File: config.mk
export PLATFORM = sky130hd
export DESIGN_NAME = length_prefixed_packet_deframer
export DESIGN_NICKNAME = d
export VERILOG_FILES = /design/src/lppd_pkg.sv /design/src/length_prefixed_packet_deframer.sv
export SDC_FILE = /design/constraint.sdc
export NUM_CORES = 1
export LEC_CHECK = 0
export ABC_CLOCK_PERIOD_IN_PS = 4200
export BUFFER_PORTS_ARGS = -buffer_cell sky130_fd_sc_hd__buf_2
export CAP_MARGIN = 10
export CORE_MARGIN = 4
export CORE_UTILIZATION = 41
export DETAILED_ROUTE_END_ITERATION = 16
export GPL_TIMING_DRIVEN = 0
export PLACE_DENSITY = 0.63
export SLEW_MARGIN = 25
export SYNTH_ARGS = -nofsm -noshare
export SYNTH_HDL_FRONTEND = slang
export SYNTH_SLANG_ARGS = --single-unit
File: constraint.sdc
create_clock -name clk -period 4.2 [get_ports clk]
set_clock_uncertainty 0.05 [all_clocks]
set_input_delay 0.63 -clock clk [delete_from_list [all_inputs] [get_ports clk]]
set_output_delay 0.63 -clock clk [all_outputs]
set_load 0.05 [all_outputs]
File: src/lppd_pkg.sv
// Shared constants for the length-prefixed packet deframer.
package lppd_pkg;

    localparam logic [7:0]  DEFAULT_VERSION    = 8'd1;
    localparam logic [31:0] DEFAULT_MAX_LENGTH = 32'd100000;

    // configuration register indexes
    localparam logic [0:0] REG_EXPECTED_VERSION = 1'd0;
    localparam logic [0:0] REG_MAX_LENGTH       = 1'd1;

    // result status codes
    localparam logic [1:0] ST_PAYLOAD     = 2'd0;
    localparam logic [1:0] ST_EMPTY       = 2'd1;
    localparam logic [1:0] ST_BAD_VERSION = 2'd2;
    localparam logic [1:0] ST_TOO_LARGE   = 2'd3;

    typedef struct packed {
        logic [7:0] payload_byte;
        logic [7:0] packet_type;
        logic [1:0] status;
        logic       last_of_packet;
    } result_t;

endpackage

File: src/length_prefixed_packet_deframer.sv
// Length-prefixed packet deframer: takes one stream byte per transfer, parses a six-byte
// header (version, 32-bit little-endian length, type) and passes the payload bytes through
// tagged with the packet type. One byte is taken every clock cycle unless the skid
// register is full; each byte is parsed in the cycle it is taken and its result, if any,
// is registered. A two-entry output stage (result register plus skid register) lets
// one more result-producing byte in while the result side stalls; bytes that give no
// result keep flowing until the skid register fills. Header bytes give no result
// except a bad version byte (status 2), a length above max_length (status 3, no payload
// consumed) and a zero length (status 1). Configuration is written through the cfg port,
// which is always ready; its one-bit index selects one of the two registers.
module length_prefixed_packet_deframer (
    input  logic        clk,
    input  logic        rst_n,
    input  logic        cfg_valid,
    output logic        cfg_ready,
    input  logic [0:0]  cfg_index,
    input  logic [31:0] cfg_data,
    input  logic        data_valid,
    output logic        data_ready,
    input  logic [7:0]  data_byte,
    output logic        result_valid,
    input  logic        result_ready,
    output logic [7:0]  payload_byte,
    output logic [7:0]  packet_type,
    output logic [1:0]  status,
    output logic        last_of_packet
);

    typedef enum logic [2:0] {
        PH_VERSION = 3'd0,
        PH_LEN0    = 3'd1,
        PH_LEN1    = 3'd2,
        PH_LEN2    = 3'd3,
        PH_LEN3    = 3'd4,
        PH_TYPE    = 3'd5,
        PH_PAYLOAD = 3'd6
    } phase_t;

    phase_t                 phase_reg, phase_next;
    logic [7:0]             exp_version_reg;
    logic [31:0]            max_length_reg;
    logic [31:0]            length_reg, length_next;
    logic [7:0]             type_reg, type_next;
    logic [31:0]            remaining_reg, remaining_next;
    lppd_pkg::result_t      out_reg, skid_reg, res;
    logic                   out_valid_reg, skid_valid_reg;
    logic                   res_valid;
    logic                   in_fire, out_fire;

    assign cfg_ready  = 1'b1;
    assign data_ready = !skid_valid_reg;
    assign in_fire    = data_valid && data_ready;
    assign out_fire   = out_valid_reg && result_ready;

    assign result_valid   = out_valid_reg;
    assign payload_byte   = out_reg.payload_byte;
    assign packet_type    = out_reg.packet_type;
    assign status         = out_reg.status;
    assign last_of_packet = out_reg.last_of_packet;

    always_comb
    begin
        phase_next     = phase_reg;
        length_next    = length_reg;
        type_next      = type_reg;
        remaining_next = remaining_reg;
        res_valid      = 1'b0;
        res            = '0;
        case (phase_reg)
            PH_PAYLOAD:
            begin
                remaining_next     = remaining_reg - 32'd1;
                res_valid          = 1'b1;
                res.payload_byte   = data_byte;
                res.packet_type    = type_reg;
                res.status         = lppd_pkg::ST_PAYLOAD;
                res.last_of_packet = (remaining_reg == 32'd1);
                if (remaining_reg == 32'd1)
                begin
                    phase_next = PH_VERSION;
                end
            end
            PH_LEN0:
            begin
                length_next = {24'd0, data_byte};
                phase_next  = PH_LEN1;
            end
            PH_LEN1:
            begin
                length_next[15:8] = data_byte;
                phase_next        = PH_LEN2;
            end
            PH_LEN2:
            begin
                length_next[23:16] = data_byte;
                phase_next         = PH_LEN3;
            end
            PH_LEN3:
            begin
                length_next[31:24] = data_byte;
                phase_next         = PH_TYPE;
            end
            PH_TYPE:
            begin
                type_next       = data_byte;
                phase_next      = PH_VERSION;
                res.packet_type = data_byte;
                if (length_reg > max_length_reg)
                begin
                    res_valid          = 1'b1;
                    res.status         = lppd_pkg::ST_TOO_LARGE;
                    res.last_of_packet = 1'b1;
                end
                else if (length_reg == 32'd0)
                begin
                    res_valid          = 1'b1;
                    res.status         = lppd_pkg::ST_EMPTY;
                    res.last_of_packet = 1'b1;
                end
                else
                begin
                    remaining_next = length_reg;
                    phase_next     = PH_PAYLOAD;
                end
            end
            default:
            begin
                if (data_byte != exp_version_reg)
                begin
                    phase_next = PH_VERSION;
                    res_valid  = 1'b1;
                    res.status = lppd_pkg::ST_BAD_VERSION;
                end
                else
                begin
                    phase_next = PH_LEN0;
                end
            end
        endcase
    end

    always_ff @(posedge clk or negedge rst_n)
    begin
        if (!rst_n)
        begin
            exp_version_reg <= lppd_pkg::DEFAULT_VERSION;
            max_length_reg  <= lppd_pkg::DEFAULT_MAX_LENGTH;
            phase_reg       <= PH_VERSION;
            length_reg      <= '0;
            type_reg        <= '0;
            remaining_reg   <= '0;
            out_valid_reg   <= 1'b0;
            skid_valid_reg  <= 1'b0;
        end
        else
        begin
            if (cfg_valid)
            begin
                case (cfg_index)
                    lppd_pkg::REG_EXPECTED_VERSION: exp_version_reg <= cfg_data[7:0];
                    lppd_pkg::REG_MAX_LENGTH:       max_length_reg  <= cfg_data;
                    default:                        ;
                endcase
            end
            if (in_fire)
            begin
                phase_reg     <= phase_next;
                length_reg    <= length_next;
                type_reg      <= type_next;
                remaining_reg <= remaining_next;
            end
            if (skid_valid_reg)
            begin
                if (out_fire)
                begin
                    skid_valid_reg <= 1'b0;
                end
            end
            else if (in_fire && res_valid)
            begin
                if (!out_valid_reg || out_fire)
                begin
                    out_valid_reg <= 1'b1;
                end
                else
                begin
                    skid_valid_reg <= 1'b1;
                end
            end
            else if (out_fire)
            begin
                out_valid_reg <= 1'b0;
            end
        end
    end

    // result payload registers
    always_ff @(posedge clk)
    begin
        if (skid_valid_reg)
        begin
            if (out_fire)
            begin
                out_reg <= skid_reg;
            end
        end
        else if (in_fire && res_valid)
        begin
            if (!out_valid_reg || out_fire)
            begin
                out_reg <= res;
            end
            else
            begin
                skid_reg <= res;
            end
        end
    end

endmodule

==> flow_summary.ini <==
[flow_run]
maxCapViolCount = 0

[timing]
hold_viol_final = 0
maxSlewViolCount = 0
max_freq_mhz = 280
worstMarginPinSlew_ps = 943
min_period_ps = 3570
finalSetupViolations = 0
slew_headroom_pct = 36.7
fin_crit_sh_pct = 84.9
rsz0062_at_grt = false
fin_tns_setup_ps = 0

[pwr]
netSwitchingPower_mw = 2.74
p_seq_share_pct = 35.8
switching_share_pct = 39.6
powerDensity_nw_per_um2 = 752
clockPowerShare_pct = 24.5
cell_internal_pwr_mw = 4.17
vdd_drop_max_mv = 0.434
combPwrFrac_pct = 39.8
p_leak_nw = 3.92

[floorplanning]
die_h_um = 147
io_pins = 68
die_x_um = 147
rows = 50
start_util_pct = 41.9
core_area_um2 = 18800
dieArea_um2 = 21500

[clocking]
clock_latency_ps = 430
cts_buffer_depth = 2
cts_hold_buf = 0
cts_tree = yes
cts.sinks = 155
cts_resized = 0
cts_made_buffers = 17
path_clk_slew_ps = 60
root_buffer = clkbuf_16
htreeDepth = 4
post_cts_buffers = 0

[critical_path]
crit_arrival_ps = 3650
endpoint = skid_reg[16]$_DFFE_PP_
rr_worst_depth = 9
crit_family = simple AND/OR/NAND/NOR gates
crit_path_top_delay_cell = nor3b_2
rrSetupSlack_ps = 630
crit_start = length_reg[27]$_DFFE_PN0P_
path_depth = 9
path_buf_inv = 1
worstSetupPathType = flip-flop to flip-flop
start_kind = flip-flop
crit_required_ps = 4280
r2r_start = length_reg[27]$_DFFE_PN0P_
crit_path_cell_trace = ha_1 > nand4_1 > nor3_1 > or3b_1 > a31oi_1 > nor2_1 > o21a_1 > nor3b_2 > buf_4
r2r-end = skid_reg[16]$_DFFE_PP_
cp-end-kind = flip-flop
cpPeakStageDelay_ps = 500
worstPathMaxFanout = 9

[logic_synthesis]
syn_area_um2 = 7870
synth_area_per_cell_um2 = 11.2
synth_flop_cell = dfrtp_1
synth_sequential_area_ratio_pct = 51.8
synth_cell_types = 67
synth_cells = 703
synth_edf_count = 38
yosys_warnings = 0
syn_nets = 783
async_reset_ff_share_pct = 75.5
synth_seq_cells = 155

[layout]
antenna_cells = 0
area_growth_syn_to_layout_pct = 16.7
final_util_pct = 48.9
drive_above_1_share_pct = 25.1
final_area_um2 = 9190
nNetsFinal = 864
instances_no_fill = 1031
fillers = 1685

[global_route]
antenna_found_initial = 0
overflow = 0
grt_pass1_vias = 5798
track_usage_pct = 18.6
grt_start_max_net_pins = 66
grt_pass1_wl_um = 31600

[place]
io_buffers = 58
dp.cells = 999
placed_area_um2 = 8540
dp_hpwl_um = 14300
place_congestion = 0.878

[drt]
first_pass_iters = 5
drt_iter0_markers = 490
routed_wl_um = 19800
drc_errors = 0
vias = 5891
vias_per_cell = 5.71
ant_nets = 0
wl_per_cell_um = 19.2

[outcome]
status = finished, final reports clean

[min_path]
hold_class = primary input to asynchronous set/reset pin
[cell usage in the layout, fill, tap and decap left out, types with 10 or more instances in the layout]
cell type | synthesis | final
a21oi_1 | 30 | 30
a22o_1 | 24 | 24
a22oi_1 | 14 | 14
and2_1 | 10 | 10
buf_2 | 3 | 60
clkbuf_1 | 25 | 27
clkbuf_16 | 0 | 17
dfrtp_1 | 110 | 110
edfxtp_1 | 38 | 38
ha_1 | 34 | 34
inv_1 | 41 | 41
mux2_2 | 73 | 73
nand2_1 | 49 | 49
nand3_1 | 16 | 16
nand4_1 | 12 | 12
nor2_1 | 25 | 25
nor3_1 | 13 | 13
nor4_1 | 19 | 19
o21ai_0 | 44 | 44
o311ai_0 | 12 | 12
[per-layer routing]
layer	vias up	track usage, %	wire length (µm)
met2	205	29.0	9090
met5	-	0	0
li1	2768	-	-
met1	2884	25.9	9100
met4	0	6.91	499
met3	34	3.79	1110
[how the worst min path moves through the flow]
stage                                           endpoint  slack, ps  cells past startpoint
final                      remaining_reg[12]$_DFFE_PN0P_         80                      1
after global routing       remaining_reg[26]$_DFFE_PN0P_         90                      1
after CTS                  remaining_reg[12]$_DFFE_PN0P_         80                      1
after detailed placement   remaining_reg[23]$_DFFE_PN0P_        440                      2
after global placement     remaining_reg[23]$_DFFE_PN0P_        440                      2
after floorplan           exp_version_reg[1]$_DFFE_PN0P_        280                      0
[worst register-to-register path: stages, from the launching register on]
cell and delay [ps]:
dfrtp_1 460, ha_1 360, nand4_1 180, nor3_1 350
or3b_1 430, a31oi_1 260, nor2_1 130, o21a_1 270
nor3b_2 500, buf_4 280
[synth_stat cells (all sizes together) (3+ instances only)]
library cell | n | area (µm²)
a21oi | 30 | 150
a22o | 24 | 210
a22oi | 14 | 105
a32oi | 3 | 26.3
and2 | 10 | 62.6
buf | 12 | 75.1
clkbuf | 26 | 98.8
dfrtp | 110 | 2750
dfstp | 7 | 184
edfxtp | 38 | 1140
ha | 34 | 425
inv | 41 | 154
mux2 | 73 | 822
nand2 | 49 | 184
nand2b | 3 | 18.8
nand3 | 18 | 100
nand4 | 13 | 87.6
nor2 | 28 | 123
nor2b | 5 | 31.3
nor3 | 14 | 81.3
nor4 | 21 | 153
o21a | 3 | 22.5
o21ai | 53 | 269
o22ai | 5 | 31.3
o311ai | 15 | 139
o31ai | 4 | 30.0
or2 | 4 | 27.5
or3 | 9 | 57.6
xnor2 | 8 | 70.1
[logic make-up (layout without fill, tap and decap cells)]
| group | Yosys count | count (layout) | synth area share (%) |
|---|---|---|---|
| and+or+nand+nor | 184 | 184 | 12.8 |
| DFF | 155 | 155 | 51.8 |
| buffers and inverters | 79 | 173 | 4.16 |
| AOI/OAI and AO/OA | 166 | 166 | 14.1 |
| muxes | 75 | 75 | 10.7 |
| other | 1 | 1 | 0.0476 |
| xor gates and xnor gates | 9 | 9 | 1.00 |
| adders and majority gates | 34 | 34 | 5.40 |
[metrics by stage]
stage                     setup slack [ps]  power, mW  hold WS (ps)
after floorplan                        336       4.43           284
after global placement                -648       5.12           436
after detailed placement               763       5.20           441
after CTS                              720       6.91          82.4
after global routing                   501       7.34          89.8
final                                  632       6.90          77.9
[power by group through the flow]
stage	logic [mW]	clock network, mW	registers, mW
3_5_place_dp	2.72	0	2.49
2_1_floorplan	1.80	0	2.63
3_3_place_gp	2.63	0	2.49
5_1_grt	3.03	1.79	2.52
6_report	2.74	1.69	2.47
4_1_cts	2.74	1.71	2.46
[cell type report]
| cell class | count | area [µm²] | area share (%) |
|---|---|---|---|
| clock buffer | 20 | 447 | 4.86 |
| clock inverter | 12 | 195 | 2.12 |
| sequential | 155 | 4080 | 44.4 |
| tap | 234 | 293 | 3.19 |
| buffer | 38 | 174 | 1.89 |
| multi-input combinational | 469 | 3490 | 38.0 |
| inverter | 41 | 154 | 1.68 |
| timing repair buffer | 62 | 354 | 3.85 |
Power figures use the tool's default switching activity.
